--- config.mk ---
export PLATFORM = sky130hd
export DESIGN_NAME = attitude_filter_pd_mixer_top
export DESIGN_NICKNAME = d
export VERILOG_FILES = /design/src/rtl/afpm_pkg.sv /design/src/rtl/afpm_ctrl.sv /design/src/rtl/afpm_dp.sv /design/src/rtl/attitude_filter_pd_mixer_top.sv
export SDC_FILE = /design/constraint.sdc
export NUM_CORES = 2
export LEC_CHECK = 0
export CORE_MARGIN = 1
export CORE_UTILIZATION = 45
export DETAILED_ROUTE_END_ITERATION = 6
export DONT_BUFFER_PORTS = 1
export HOLD_SLACK_MARGIN = 0.03
export SLEW_MARGIN = 20
export SYNTH_ARGS = -nofsm -noshare
export SYNTH_HDL_FRONTEND = slang
export SYNTH_SLANG_ARGS = --single-unit
--- constraint.sdc ---
create_clock -name aclk -period 25.9 [get_ports aclk]
set_clock_uncertainty 0.1 [all_clocks]
set_input_delay 2.59 -clock aclk [delete_from_list [all_inputs] [get_ports aclk]]
set_output_delay 2.59 -clock aclk [all_outputs]
set_load 0.02 [all_outputs]
--- src/rtl/afpm_pkg.sv ---
// Shared constants, command types and state encodings of the attitude filter and PD mixer.
`timescale 1ns / 1ps

package afpm_pkg;

    // Fixed-point format of the angle estimates and drive saturation.
    localparam int ANGLE_FRAC_BITS = 8;
    localparam int DUTY_MAX        = 4000;

    // Intermediate format is degrees times 2^IFRAC.
    localparam int IFRAC    = 24;
    localparam int UP_SH    = IFRAC - ANGLE_FRAC_BITS;
    localparam int BLEND_SH = 2 * IFRAC - ANGLE_FRAC_BITS;

    // Field widths.
    localparam int SAMP_W  = 16;
    localparam int DIFF_W  = SAMP_W + 1;
    localparam int COLL_W  = 8;
    localparam int SP_W    = 9;
    localparam int DRV_W   = 12;
    localparam int ANGLE_W = 17;
    localparam int YT_W    = 9;

    // Stream and configuration port widths.
    localparam int IN_W   = 112;
    localparam int OUT_W  = 104;
    localparam int CFG_AW = 3;
    localparam int CFG_DW = 16;

    // Datapath widths.
    localparam int PRE_W   = ANGLE_W + UP_SH + 2;
    localparam int MUL_A_W = PRE_W + 1;
    localparam int MUL_B_W = 25;
    localparam int PROD_W  = MUL_A_W + MUL_B_W;
    localparam int SUM_W   = PRE_W + IFRAC;
    localparam int RND_W   = SUM_W - BLEND_SH;
    localparam int YRAW_W  = ANGLE_W + 2;
    localparam int ERR_W   = ANGLE_W + 2;
    localparam int MIX_W   = 44;
    localparam int KSUM_W  = 16;
    localparam int N_MOTOR = 4;

    // Scale factors in the intermediate format.
    localparam int RATE_DT_K = 1023;
    localparam int ACC_K     = 92160;
    localparam int W_NEW     = 33554;
    localparam int D_RP_K    = 8 * 511500;
    localparam int D_YAW_K   = 5 * 511500;
    localparam int P_RP_K    = 10 << UP_SH;
    localparam int P_YAW_K   = 15 << UP_SH;
    localparam int COLL_K    = 20;
    localparam int DRIVE_MIN = 1200;

    // Angle limits with ANGLE_FRAC_BITS fraction bits.
    localparam int ANG_LIM          = 180 << ANGLE_FRAC_BITS;
    localparam int ANG_FULL         = 360 << ANGLE_FRAC_BITS;
    localparam int YAW_RESET        = 280 << ANGLE_FRAC_BITS;
    localparam int YAW_TARGET_RESET = 280;
    localparam int YAW_HALF         = 1 << (UP_SH - 1);

    localparam logic signed [SUM_W-1:0] SUM_HALF = SUM_W'(1) <<< (BLEND_SH - 1);

    // Motors whose drive takes each axis term with a minus sign (bit 0 is motor 1).
    localparam logic [N_MOTOR-1:0] NEG_ROLL  = 4'b1100;
    localparam logic [N_MOTOR-1:0] NEG_PITCH = 4'b1001;
    localparam logic [N_MOTOR-1:0] NEG_YAW   = 4'b1010;

    typedef enum logic [CFG_AW-1:0] {
        REG_ROLL_ZERO  = 3'd0,
        REG_PITCH_ZERO = 3'd1,
        REG_GX_ZERO    = 3'd2,
        REG_GY_ZERO    = 3'd3,
        REG_GZ_ZERO    = 3'd4,
        REG_YAW_TARGET = 3'd5
    } cfg_idx_t;

    typedef enum logic [3:0] {
        MUL_NONE,
        MUL_RDT_R,
        MUL_RDT_P,
        MUL_RDT_Y,
        MUL_ACC_R,
        MUL_ACC_P,
        MUL_BL_R,
        MUL_BL_P,
        MUL_DR,
        MUL_DP,
        MUL_YD,
        MUL_PR,
        MUL_PP,
        MUL_YE
    } mul_op_t;

    typedef enum logic [3:0] {
        ACC_NONE,
        ACC_PRE_R,
        ACC_PRE_P,
        ACC_YAW_RND,
        ACC_DIFF_R,
        ACC_DIFF_P,
        ACC_SUM_R,
        ACC_SUM_P,
        ACC_MIX_R,
        ACC_MIX_P,
        ACC_MIX_Y
    } acc_op_t;

    typedef enum logic [2:0] {
        AUX_NONE,
        AUX_MIX_INIT,
        AUX_YAW_WRAP,
        AUX_YAW_ERR,
        AUX_RND_R,
        AUX_RND_P,
        AUX_OUT
    } aux_op_t;

    typedef enum logic [3:0] {
        ST_IDLE,
        ST_RDT_R,
        ST_RDT_P,
        ST_RDT_Y,
        ST_ACC_R,
        ST_ACC_P,
        ST_BL_R,
        ST_BL_P,
        ST_DR,
        ST_DP,
        ST_YD,
        ST_PR,
        ST_PP,
        ST_YE,
        ST_LAST,
        ST_OUT
    } state_t;

    typedef struct packed {
        logic    load;
        mul_op_t mul_op;
        acc_op_t acc_op;
        aux_op_t aux_op;
    } cmd_t;

    typedef struct packed {
        logic out_free;
    } sts_t;

endpackage

--- src/rtl/afpm_ctrl.sv ---
// Sequencer that steps the shared multiplier and accumulators through one sample.
`timescale 1ns / 1ps

module afpm_ctrl import afpm_pkg::*; (
    input  logic aclk,
    input  logic aresetn,
    input  logic s_tvalid,
    output logic s_tready,
    input  sts_t sts,
    output cmd_t cmd
);

    state_t state_reg;
    state_t state_next;

    always_ff @(posedge aclk) begin
        if (!aresetn) begin
            state_reg <= ST_IDLE;
        end else begin
            state_reg <= state_next;
        end
    end

    // No request is taken while reset is held.
    assign s_tready = aresetn && (state_reg == ST_IDLE);

    // A step issues at most one multiply and may consume the previous step's product.
    always_comb begin
        state_next = state_reg;
        cmd = '{load: 1'b0, mul_op: MUL_NONE, acc_op: ACC_NONE, aux_op: AUX_NONE};
        unique case (state_reg)
            ST_IDLE: begin
                if (s_tvalid && s_tready) begin
                    cmd.load   = 1'b1;
                    state_next = ST_RDT_R;
                end
            end
            ST_RDT_R: begin
                cmd.mul_op = MUL_RDT_R;
                cmd.aux_op = AUX_MIX_INIT;
                state_next = ST_RDT_P;
            end
            ST_RDT_P: begin
                cmd.mul_op = MUL_RDT_P;
                cmd.acc_op = ACC_PRE_R;
                state_next = ST_RDT_Y;
            end
            ST_RDT_Y: begin
                cmd.mul_op = MUL_RDT_Y;
                cmd.acc_op = ACC_PRE_P;
                state_next = ST_ACC_R;
            end
            ST_ACC_R: begin
                cmd.mul_op = MUL_ACC_R;
                cmd.acc_op = ACC_YAW_RND;
                state_next = ST_ACC_P;
            end
            ST_ACC_P: begin
                cmd.mul_op = MUL_ACC_P;
                cmd.acc_op = ACC_DIFF_R;
                cmd.aux_op = AUX_YAW_WRAP;
                state_next = ST_BL_R;
            end
            ST_BL_R: begin
                cmd.mul_op = MUL_BL_R;
                cmd.acc_op = ACC_DIFF_P;
                cmd.aux_op = AUX_YAW_ERR;
                state_next = ST_BL_P;
            end
            ST_BL_P: begin
                cmd.mul_op = MUL_BL_P;
                cmd.acc_op = ACC_SUM_R;
                state_next = ST_DR;
            end
            ST_DR: begin
                cmd.mul_op = MUL_DR;
                cmd.acc_op = ACC_SUM_P;
                cmd.aux_op = AUX_RND_R;
                state_next = ST_DP;
            end
            ST_DP: begin
                cmd.mul_op = MUL_DP;
                cmd.acc_op = ACC_MIX_R;
                cmd.aux_op = AUX_RND_P;
                state_next = ST_YD;
            end
            ST_YD: begin
                cmd.mul_op = MUL_YD;
                cmd.acc_op = ACC_MIX_P;
                state_next = ST_PR;
            end
            ST_PR: begin
                cmd.mul_op = MUL_PR;
                cmd.acc_op = ACC_MIX_Y;
                state_next = ST_PP;
            end
            ST_PP: begin
                cmd.mul_op = MUL_PP;
                cmd.acc_op = ACC_MIX_R;
                state_next = ST_YE;
            end
            ST_YE: begin
                cmd.mul_op = MUL_YE;
                cmd.acc_op = ACC_MIX_P;
                state_next = ST_LAST;
            end
            ST_LAST: begin
                cmd.acc_op = ACC_MIX_Y;
                state_next = ST_OUT;
            end
            ST_OUT: begin
                if (sts.out_free) begin
                    cmd.aux_op = AUX_OUT;
                    state_next = ST_IDLE;
                end
            end
            default: begin
                state_next = ST_IDLE;
            end
        endcase
    end

`ifndef SYNTHESIS
    a_accept_starts: assert property (@(posedge aclk) disable iff (!aresetn)
        (s_tvalid && s_tready) |=> (state_reg == ST_RDT_R))
        else $error("accepted request did not start the sequence");

    a_out_into_free_slot: assert property (@(posedge aclk) disable iff (!aresetn)
        (cmd.aux_op == AUX_OUT) |-> sts.out_free)
        else $error("result loaded while the output register is occupied");
`endif

endmodule

--- src/rtl/afpm_dp.sv ---
// Datapath: offset registers, shared multiplier, filter state and motor accumulators.
`timescale 1ns / 1ps

module afpm_dp import afpm_pkg::*; (
    input  logic              aclk,
    input  logic              aresetn,
    input  logic              cfg_wr_en,
    input  logic [CFG_AW-1:0] cfg_addr,
    input  logic [CFG_DW-1:0] cfg_wdata,
    input  logic [IN_W-1:0]   s_tdata,
    input  logic              m_tready,
    output logic              m_tvalid,
    output logic [OUT_W-1:0]  m_tdata,
    input  cmd_t              cmd,
    output sts_t              sts
);

    // Offset registers.
    logic [SAMP_W-1:0] roll_zero_reg;
    logic [SAMP_W-1:0] pitch_zero_reg;
    logic [SAMP_W-1:0] gx_zero_reg;
    logic [SAMP_W-1:0] gy_zero_reg;
    logic [SAMP_W-1:0] gz_zero_reg;
    logic [YT_W-1:0]   yaw_target_reg;

    // Latched sample, offsets removed.
    logic signed [DIFF_W-1:0] ax_reg;
    logic signed [DIFF_W-1:0] ay_reg;
    logic signed [DIFF_W-1:0] gx_reg;
    logic signed [DIFF_W-1:0] gy_reg;
    logic signed [DIFF_W-1:0] gz_reg;
    logic [COLL_W-1:0]        coll_reg;
    logic signed [SP_W-1:0]   rsp_reg;
    logic signed [SP_W-1:0]   psp_reg;

    // Filter state.
    logic signed [ANGLE_W-1:0] roll_reg;
    logic signed [ANGLE_W-1:0] pitch_reg;
    logic [ANGLE_W-1:0]        yaw_reg;

    // Intermediates.
    logic signed [MUL_A_W-1:0] mul_a;
    logic signed [MUL_B_W-1:0] mul_b;
    logic signed [PROD_W-1:0]  prod_reg;
    logic signed [PRE_W-1:0]   pre_r_reg;
    logic signed [PRE_W-1:0]   pre_p_reg;
    logic signed [MUL_A_W-1:0] diff_r_reg;
    logic signed [MUL_A_W-1:0] diff_p_reg;
    logic signed [SUM_W-1:0]   sum_r_reg;
    logic signed [SUM_W-1:0]   sum_p_reg;
    logic signed [PRE_W-1:0]   yaw_sum;
    logic signed [YRAW_W-1:0]  yaw_raw_reg;
    logic signed [ERR_W-1:0]   err_raw;
    logic signed [ERR_W-1:0]   err_reg;
    logic signed [MIX_W-1:0]   mix_reg [N_MOTOR];
    logic signed [MIX_W-1:0]   mix_term;
    logic signed [KSUM_W-1:0]  mix_k [N_MOTOR];
    logic signed [KSUM_W-1:0]  coll_k;
    logic signed [KSUM_W-1:0]  rsp2;
    logic signed [KSUM_W-1:0]  psp2;
    logic [N_MOTOR-1:0]        mix_neg;
    logic                      m_tvalid_reg;
    logic [OUT_W-1:0]          m_tdata_reg;

    function automatic logic signed [ANGLE_W-1:0] round_sat(input logic signed [SUM_W-1:0] s);
        logic signed [SUM_W-1:0] t;
        logic signed [RND_W-1:0] r;
        t = (s + SUM_HALF) >>> BLEND_SH;
        r = RND_W'(t);
        if (r > RND_W'(ANG_LIM)) begin
            return ANGLE_W'(ANG_LIM);
        end else if (r < -RND_W'(ANG_LIM)) begin
            return -ANGLE_W'(ANG_LIM);
        end
        return ANGLE_W'(r);
    endfunction

    function automatic logic [DRV_W-1:0] drive(input logic signed [MIX_W-1:0] m);
        logic signed [MIX_W-1:0] d;
        d = m >>> IFRAC;
        if (m < (MIX_W'(DRIVE_MIN) <<< IFRAC)) begin
            return '0;
        end else if (d > MIX_W'(DUTY_MAX)) begin
            return DRV_W'(DUTY_MAX);
        end
        return DRV_W'(d);
    endfunction

    // Configuration writes; indexes past the list are dropped.
    always_ff @(posedge aclk) begin
        if (!aresetn) begin
            roll_zero_reg  <= '0;
            pitch_zero_reg <= '0;
            gx_zero_reg    <= '0;
            gy_zero_reg    <= '0;
            gz_zero_reg    <= '0;
            yaw_target_reg <= YT_W'(YAW_TARGET_RESET);
        end else if (cfg_wr_en) begin
            unique case (cfg_addr)
                REG_ROLL_ZERO:  roll_zero_reg  <= cfg_wdata;
                REG_PITCH_ZERO: pitch_zero_reg <= cfg_wdata;
                REG_GX_ZERO:    gx_zero_reg    <= cfg_wdata;
                REG_GY_ZERO:    gy_zero_reg    <= cfg_wdata;
                REG_GZ_ZERO:    gz_zero_reg    <= cfg_wdata;
                REG_YAW_TARGET: yaw_target_reg <= cfg_wdata[YT_W-1:0];
                default: ;
            endcase
        end
    end

    // Sample capture with offsets removed; the gyro y axis is negated here.
    always_ff @(posedge aclk) begin
        if (cmd.load) begin
            ax_reg   <= {s_tdata[15], s_tdata[15:0]} - {roll_zero_reg[15], roll_zero_reg};
            ay_reg   <= {s_tdata[31], s_tdata[31:16]} - {pitch_zero_reg[15], pitch_zero_reg};
            gx_reg   <= {s_tdata[47], s_tdata[47:32]} - {gx_zero_reg[15], gx_zero_reg};
            gy_reg   <= {gy_zero_reg[15], gy_zero_reg} - {s_tdata[63], s_tdata[63:48]};
            gz_reg   <= {s_tdata[79], s_tdata[79:64]} - {gz_zero_reg[15], gz_zero_reg};
            coll_reg <= s_tdata[87:80];
            rsp_reg  <= s_tdata[96:88];
            psp_reg  <= s_tdata[105:97];
        end
    end

    // Shared multiplier operand selection.
    always_comb begin
        mul_a = '0;
        mul_b = '0;
        case (cmd.mul_op)
            MUL_RDT_R: begin mul_a = MUL_A_W'(gy_reg);     mul_b = MUL_B_W'(RATE_DT_K); end
            MUL_RDT_P: begin mul_a = MUL_A_W'(gx_reg);     mul_b = MUL_B_W'(RATE_DT_K); end
            MUL_RDT_Y: begin mul_a = MUL_A_W'(gz_reg);     mul_b = MUL_B_W'(RATE_DT_K); end
            MUL_ACC_R: begin mul_a = MUL_A_W'(ax_reg);     mul_b = MUL_B_W'(ACC_K);     end
            MUL_ACC_P: begin mul_a = MUL_A_W'(ay_reg);     mul_b = MUL_B_W'(ACC_K);     end
            MUL_BL_R:  begin mul_a = diff_r_reg;           mul_b = MUL_B_W'(W_NEW);     end
            MUL_BL_P:  begin mul_a = diff_p_reg;           mul_b = MUL_B_W'(W_NEW);     end
            MUL_DR:    begin mul_a = MUL_A_W'(gy_reg);     mul_b = MUL_B_W'(D_RP_K);    end
            MUL_DP:    begin mul_a = MUL_A_W'(gx_reg);     mul_b = MUL_B_W'(D_RP_K);    end
            MUL_YD:    begin mul_a = MUL_A_W'(gz_reg);     mul_b = MUL_B_W'(D_YAW_K);   end
            MUL_PR:    begin mul_a = MUL_A_W'(roll_reg);   mul_b = MUL_B_W'(P_RP_K);    end
            MUL_PP:    begin mul_a = MUL_A_W'(pitch_reg);  mul_b = MUL_B_W'(P_RP_K);    end
            MUL_YE:    begin mul_a = MUL_A_W'(err_reg);    mul_b = MUL_B_W'(P_YAW_K);   end
            default: ;
        endcase
    end

    always_ff @(posedge aclk) begin
        prod_reg <= mul_a * mul_b;
    end

    // Yaw integration: old yaw in Q24 with the rounding half folded in, plus rate times dt.
    assign yaw_sum = ((PRE_W'($signed({1'b0, yaw_reg})) <<< UP_SH) | PRE_W'(YAW_HALF))
                     + PRE_W'(prod_reg);

    assign err_raw = ERR_W'($signed({1'b0, yaw_reg}))
                     - (ERR_W'($signed({1'b0, yaw_target_reg})) <<< ANGLE_FRAC_BITS);

    // Product consumers.
    always_ff @(posedge aclk) begin
        case (cmd.acc_op)
            ACC_PRE_R:   pre_r_reg   <= (PRE_W'(roll_reg) <<< UP_SH) + PRE_W'(prod_reg);
            ACC_PRE_P:   pre_p_reg   <= (PRE_W'(pitch_reg) <<< UP_SH) + PRE_W'(prod_reg);
            ACC_YAW_RND: yaw_raw_reg <= YRAW_W'(yaw_sum >>> UP_SH);
            ACC_DIFF_R:  diff_r_reg  <= MUL_A_W'(prod_reg) - MUL_A_W'(pre_r_reg);
            ACC_DIFF_P:  diff_p_reg  <= MUL_A_W'(prod_reg) - MUL_A_W'(pre_p_reg);
            ACC_SUM_R:   sum_r_reg   <= (SUM_W'(pre_r_reg) <<< IFRAC) + SUM_W'(prod_reg);
            ACC_SUM_P:   sum_p_reg   <= (SUM_W'(pre_p_reg) <<< IFRAC) + SUM_W'(prod_reg);
            default: ;
        endcase
        if (cmd.aux_op == AUX_YAW_ERR) begin
            if (err_raw < -ERR_W'(ANG_LIM)) begin
                err_reg <= err_raw + ERR_W'(ANG_FULL);
            end else if (err_raw > ERR_W'(ANG_LIM)) begin
                err_reg <= err_raw - ERR_W'(ANG_FULL);
            end else begin
                err_reg <= err_raw;
            end
        end
    end

    // Filter state; one wrap correction per sample for yaw.
    always_ff @(posedge aclk) begin
        if (!aresetn) begin
            roll_reg  <= '0;
            pitch_reg <= '0;
            yaw_reg   <= ANGLE_W'(YAW_RESET);
        end else begin
            case (cmd.aux_op)
                AUX_RND_R: roll_reg  <= round_sat(sum_r_reg);
                AUX_RND_P: pitch_reg <= round_sat(sum_p_reg);
                AUX_YAW_WRAP: begin
                    if (yaw_raw_reg >= YRAW_W'(ANG_FULL)) begin
                        yaw_reg <= ANGLE_W'(yaw_raw_reg - YRAW_W'(ANG_FULL));
                    end else if (yaw_raw_reg < 0) begin
                        yaw_reg <= ANGLE_W'(yaw_raw_reg + YRAW_W'(ANG_FULL));
                    end else begin
                        yaw_reg <= ANGLE_W'(yaw_raw_reg);
                    end
                end
                default: ;
            endcase
        end
    end

    // Motor mixer: each lane starts from throttle and setpoint terms, then takes axis terms.
    assign coll_k   = KSUM_W'($signed({1'b0, coll_reg})) * KSUM_W'(COLL_K);
    assign rsp2     = KSUM_W'(rsp_reg) <<< 1;
    assign psp2     = KSUM_W'(psp_reg) <<< 1;
    assign mix_term = MIX_W'(prod_reg);

    always_comb begin
        for (int m = 0; m < N_MOTOR; m++) begin
            mix_k[m] = coll_k + (NEG_ROLL[m] ? rsp2 : -rsp2) + (NEG_PITCH[m] ? psp2 : -psp2);
        end
        case (cmd.acc_op)
            ACC_MIX_R: mix_neg = NEG_ROLL;
            ACC_MIX_P: mix_neg = NEG_PITCH;
            default:   mix_neg = NEG_YAW;
        endcase
    end

    always_ff @(posedge aclk) begin
        for (int m = 0; m < N_MOTOR; m++) begin
            if (cmd.aux_op == AUX_MIX_INIT) begin
                mix_reg[m] <= MIX_W'(mix_k[m]) <<< IFRAC;
            end else if (cmd.acc_op == ACC_MIX_R || cmd.acc_op == ACC_MIX_P
                         || cmd.acc_op == ACC_MIX_Y) begin
                mix_reg[m] <= mix_neg[m] ? mix_reg[m] - mix_term : mix_reg[m] + mix_term;
            end
        end
    end

    // Output register.
    always_ff @(posedge aclk) begin
        if (!aresetn) begin
            m_tvalid_reg <= 1'b0;
        end else if (cmd.aux_op == AUX_OUT) begin
            m_tvalid_reg <= 1'b1;
        end else if (m_tready) begin
            m_tvalid_reg <= 1'b0;
        end
    end

    always_ff @(posedge aclk) begin
        if (cmd.aux_op == AUX_OUT) begin
            m_tdata_reg <= {5'b0, yaw_reg, pitch_reg, roll_reg,
                            drive(mix_reg[3]), drive(mix_reg[2]),
                            drive(mix_reg[1]), drive(mix_reg[0])};
        end
    end

    assign m_tvalid     = m_tvalid_reg;
    assign m_tdata      = m_tdata_reg;
    assign sts.out_free = !m_tvalid_reg || m_tready;

`ifndef SYNTHESIS
    a_roll_pitch_limited: assert property (@(posedge aclk) disable iff (!aresetn)
        (roll_reg <= ANGLE_W'(ANG_LIM)) && (roll_reg >= -ANGLE_W'(ANG_LIM))
        && (pitch_reg <= ANGLE_W'(ANG_LIM)) && (pitch_reg >= -ANGLE_W'(ANG_LIM)))
        else $error("roll or pitch estimate beyond saturation limit");

    a_yaw_wrapped: assert property (@(posedge aclk) disable iff (!aresetn)
        yaw_reg < ANGLE_W'(ANG_FULL))
        else $error("yaw estimate not wrapped into one turn");

    a_out_valid: assert property (@(posedge aclk) disable iff (!aresetn)
        (cmd.aux_op == AUX_OUT) |=> m_tvalid)
        else $error("result load did not raise the output valid");
`endif

endmodule

--- src/rtl/attitude_filter_pd_mixer_top.sv ---
// Top level of the attitude filter and PD quadrotor mixer.
`timescale 1ns / 1ps

// Usage:
// One request on the s_ channel carries one IMU sample (two accelerometer axes, three
// gyro axes) and the pilot command (collective, roll and pitch setpoints). For each
// request the block returns exactly one result on the m_ channel: four motor drives
// and the updated roll, pitch and yaw estimates.
// The user must write the offset registers and yaw target via cfg_wr_en, cfg_addr and
// cfg_wdata only while the block is idle; the block does not enforce this. Indexes
// past the register list are dropped.
// Timing: a request is taken only while the sequencer is idle, so a new request waits
// until the previous result has been loaded into the output register. The sequencer
// steps one shared 36 x 25 bit multiplier through thirteen products, one per cycle.
// The result sits in an output register; a stalled receiver does not block the next
// request, which is processed up to the final step and waits there until the previous
// result has been taken.
// Reset (aresetn low, synchronous) clears roll and pitch to zero, sets yaw to 280
// degrees, zeroes the offsets, sets the yaw target to 280 and drops any pending result.

module attitude_filter_pd_mixer_top import afpm_pkg::*; (
    input  logic              aclk,
    input  logic              aresetn,
    // Configuration write port.
    input  logic              cfg_wr_en,
    input  logic [CFG_AW-1:0] cfg_addr,
    input  logic [CFG_DW-1:0] cfg_wdata,
    // Sample channel.
    input  logic              s_tvalid,
    output logic              s_tready,
    // From bit 0: accel_x 16, accel_y 16, gyro_x 16, gyro_y 16, gyro_z 16,
    // collective 8, roll_setpoint 9, pitch_setpoint 9, then 6 zero bits.
    input  logic [IN_W-1:0]   s_tdata,
    // Result channel.
    output logic              m_tvalid,
    input  logic              m_tready,
    // From bit 0: motor1_drive 12, motor2_drive 12, motor3_drive 12, motor4_drive 12,
    // roll_estimate 17, pitch_estimate 17, yaw_estimate 17, then 5 zero bits.
    output logic [OUT_W-1:0]  m_tdata
);

    // Commands flow from the sequencer to the datapath; status flows back.
    cmd_t cmd;
    sts_t sts;

    // The sequencer owns the sample handshake and the step order.
    afpm_ctrl u_ctrl (
        .aclk     (aclk),
        .aresetn  (aresetn),
        .s_tvalid (s_tvalid),
        .s_tready (s_tready),
        .sts      (sts),
        .cmd      (cmd)
    );

    // The datapath holds the registers, the multiplier and the output register.
    afpm_dp u_dp (
        .aclk      (aclk),
        .aresetn   (aresetn),
        .cfg_wr_en (cfg_wr_en),
        .cfg_addr  (cfg_addr),
        .cfg_wdata (cfg_wdata),
        .s_tdata   (s_tdata),
        .m_tready  (m_tready),
        .m_tvalid  (m_tvalid),
        .m_tdata   (m_tdata),
        .cmd       (cmd),
        .sts       (sts)
    );

endmodule
==> results_dict.tcl <==
set metrics [dict create \
    yosysWarnings 0 \
    ioPinCount 242 \
    critPathCapture "u_dp.prod_reg[55]" \
    critical_path_arrival_ns 13.18 \
    hold_viol 0 \
    post_drt_via_cell_ratio 5.55 \
    vias 62200 \
    antenna_found_initial 11 \
    clockRootBuffer "clkbuf_16" \
    dieHeight_um 428 \
    stdcell_area_mm2 0.0877 \
    pwr-share-seq_pct 22.1 \
    post_cts_buffers 0 \
    regToRegEndpoint "u_dp.prod_reg[55]" \
    crit_buf_inv 11 \
    powerDensity_mw_per_mm2 93.8 \
    tritoncts "built" \
    ys.flop_type "edfxtp_1" \
    reg2reg_from "u_ctrl.state_reg[3]" \
    dieArea_mm2 0.183 \
    ys_top_cells_by_area "edfxtp_1, fa_1, ha_1" \
    rows 155 \
    start_util_pct 45.5 \
    synth_cell_types 106 \
    reg2reg_depth 37 \
    insertion_delay_ns 0.73 \
    slowest_stage "nand2b_1" \
    clock_power_share_pct 17.0 \
    antenna_left 0 \
    fin_nets 10400 \
    setup_tns_ns 0 \
    place_congestion 0.995 \
    switchingPower_uw 3780 \
    area.growth.synth_to_final_pct 7.49 \
    yosysSeqAreaShare_pct 27.3 \
    synth_top_cell_by_area "edfxtp_1" \
    outcome "complete, no violations" \
    clkSinkCount 810 \
    utilization_pct 48.9 \
    avgSynthCellArea_um2 9.25 \
    ctsResizeCount 0 \
    htree_levels 3 \
    drtIter0Drc 5014 \
    path_class "reg2reg" \
    setup_viol 0 \
    die_w_um 428 \
    post-route-period-util_pct 48.8 \
    routedWlPerCell_um 23.1 \
    crit_top_cell "fa_1" \
    endpoint_kind "flop" \
    nFillCells 17000 \
    port_buffers 0 \
    synth-edff-count 606 \
    min_path_type "reg2reg" \
    placed_cell_area_mm2 0.0844 \
    grt_max_degree 72 \
    path_clk_slew_ns 0.07 \
    final_max_slew_viol_count 0 \
    required_ns 26.45 \
    dp_hpwl_mm 209 \
    routed_wirelength_mm 259 \
    overflow 0 \
    groute.usage.overall_pct 28.3 \
    startpoint_type "flop" \
    coreArea_mm2 0.179 \
    combPwrFrac_pct 60.9 \
    max_freq_ghz 0.0791 \
    worst-r2r-setup-slack_ns 13.26 \
    relSlewSlack_pct 22.8 \
    drive_above_1_share_pct 4.06 \
    vdd_drop_max_mv 0.0629 \
    post-route-min-period_ns 12.64 \
    rsz0062_at_grt "false" \
    p_sw_share_pct 45.9 \
    cp_top_family "adder cells" \
    critPathLaunch "u_ctrl.state_reg[3]" \
    largest_reg_flops 176 \
    netlist_area_mm2 0.0816 \
    tightest_slew_ns 1.16 \
    slowest_delay_ns 0.96 \
    grt_pass1_wl_mm 386 \
    p_leak_uw 0.0405 \
    holdBufCountCts 0 \
    drcViolationCount 0 \
    internal-power_uw 4450 \
    worstPathMaxFanout 40 \
    firstDrtPassIters 6 \
    clockBufferDepth 3 \
    layout_common_cells "inv_1, nand2_1, fa_1, ha_1, nor2_1" \
    cts_made_buffers 95 \
    cp_num_cells 37 \
    drv_cap 0 \
    synthCells 8816 \
    netlist.area_leader.share_pct 22.3 \
    grt_pass1_vias 62000 \
    final_common_cell "inv_1" \
    async_reset_ff_share_pct 0 \
    yosys_register_bits 810 \
]
cell usage after synthesis (25+ instances only):
library cell  number
a211oi_1          39
a21boi_0          96
a21o_1           201
a21oi_1          545
a22oi_1           84
a31oi_1           52
and2_1            42
and3_1            79
clkbuf_1         214
dfxtp_1          204
edfxtp_1         606
fa_1             818
ha_1             706
inv_1           1520
nand2_1          839
nand2b_1          87
nand3_1          102
nand4_1           50
nor2_1           691
nor2b_1           89
nor3_1           157
o211ai_1          25
o21a_1            85
o21ai_0          321
o21bai_1          59
or2_2             43
or3_1             34
xnor2_1          452
xor2_1           189
worst reg2reg max path, delay by kind of cell (launching register included):
family	cells	cell delay, ns
AND/OR/NAND/NOR	9	3.03
buffers and inverters	11	2.36
AO/OA/AOI/OAI	8	2.58
flip-flops	1	0.32
adder cells (fa/ha/maj)	8	4.02
XOR/XNOR	1	0.16
power groups by stage:
| stage | sequential (uW) | combinational [uW] | clock (uW) |
|---|---|---|---|
| floorplan | 1790 | 3640 | 0 |
| global placement | 1830 | 4870 | 0 |
| detailed placement | 1830 | 4920 | 0 |
| CTS | 1810 | 4980 | 1420 |
| global route | 1820 | 5540 | 1470 |
| finish | 1820 | 5010 | 1400 |
worst min path at each step:
stage	cells after the start	to	startpoint
global route	2	u_dp.roll_zero_reg[7]	u_dp.roll_zero_reg[7]
finish	2	u_dp.roll_zero_reg[4]	u_dp.roll_zero_reg[4]
floorplan	2	u_dp.gz_zero_reg[10]	u_dp.gz_zero_reg[10]
CTS	2	u_dp.roll_zero_reg[7]	u_dp.roll_zero_reg[7]
detailed placement	2	u_dp.roll_zero_reg[7]	u_dp.roll_zero_reg[7]
global placement	2	u_dp.gz_zero_reg[7]	u_dp.gz_zero_reg[7]
cell families after synthesis:
| kind of cell | after synthesis | synth area share [%] |
|---|---|---|
| AND/OR/NAND/NOR | 2319 | 12.9 |
| buffers and inverters | 1780 | 8.26 |
| AO/OA/AOI/OAI | 1729 | 13.6 |
| adder cells (fa/ha/maj) | 1524 | 30.9 |
| flip-flops | 810 | 27.3 |
| XOR/XNOR | 641 | 6.88 |
| multiplexers | 12 | 0.149 |
| other | 1 | 0.00460 |
area by class of cell:
class | instances | area, um^2 | area share [%]
diodes | 7 | 17.5 | 0.0200
clock buffers | 130 | 2730 | 3.11
clock inverters | 49 | 477 | 0.544
inverters | 1534 | 5760 | 6.57
multi-input cells | 6230 | 52700 | 60.1
flip-flops and latches | 810 | 22300 | 25.4
well taps | 2355 | 2950 | 3.36
repair buffers | 99 | 763 | 0.870
metrics by stage:
stage	std cells	power [uW]	worst slack, ns	hold slack [ns]
2_1_floorplan	8820	5430	15.48	0.336
3_3_place_gp	11000	6710	13.65	0.342
3_5_place_dp	11000	6750	13.60	0.348
4_1_cts	11200	8220	13.45	0.356
5_1_grt	11200	8840	12.85	0.371
6_report	11200	8220	13.26	0.355
metal layers:
metal  routed length [um]  track usage [%]  part of all wire (%)  vias up
met2               121000             46.5                    47     1933
met1               106000             36.2                    41    30700
met5                    0                0                     0        -
met3                15800             3.94                   6.1      511
li1                     -                -                     -    29100
met4                15300             14.9                   5.9        0
Note: power is estimated with default switching activity, not from simulation.
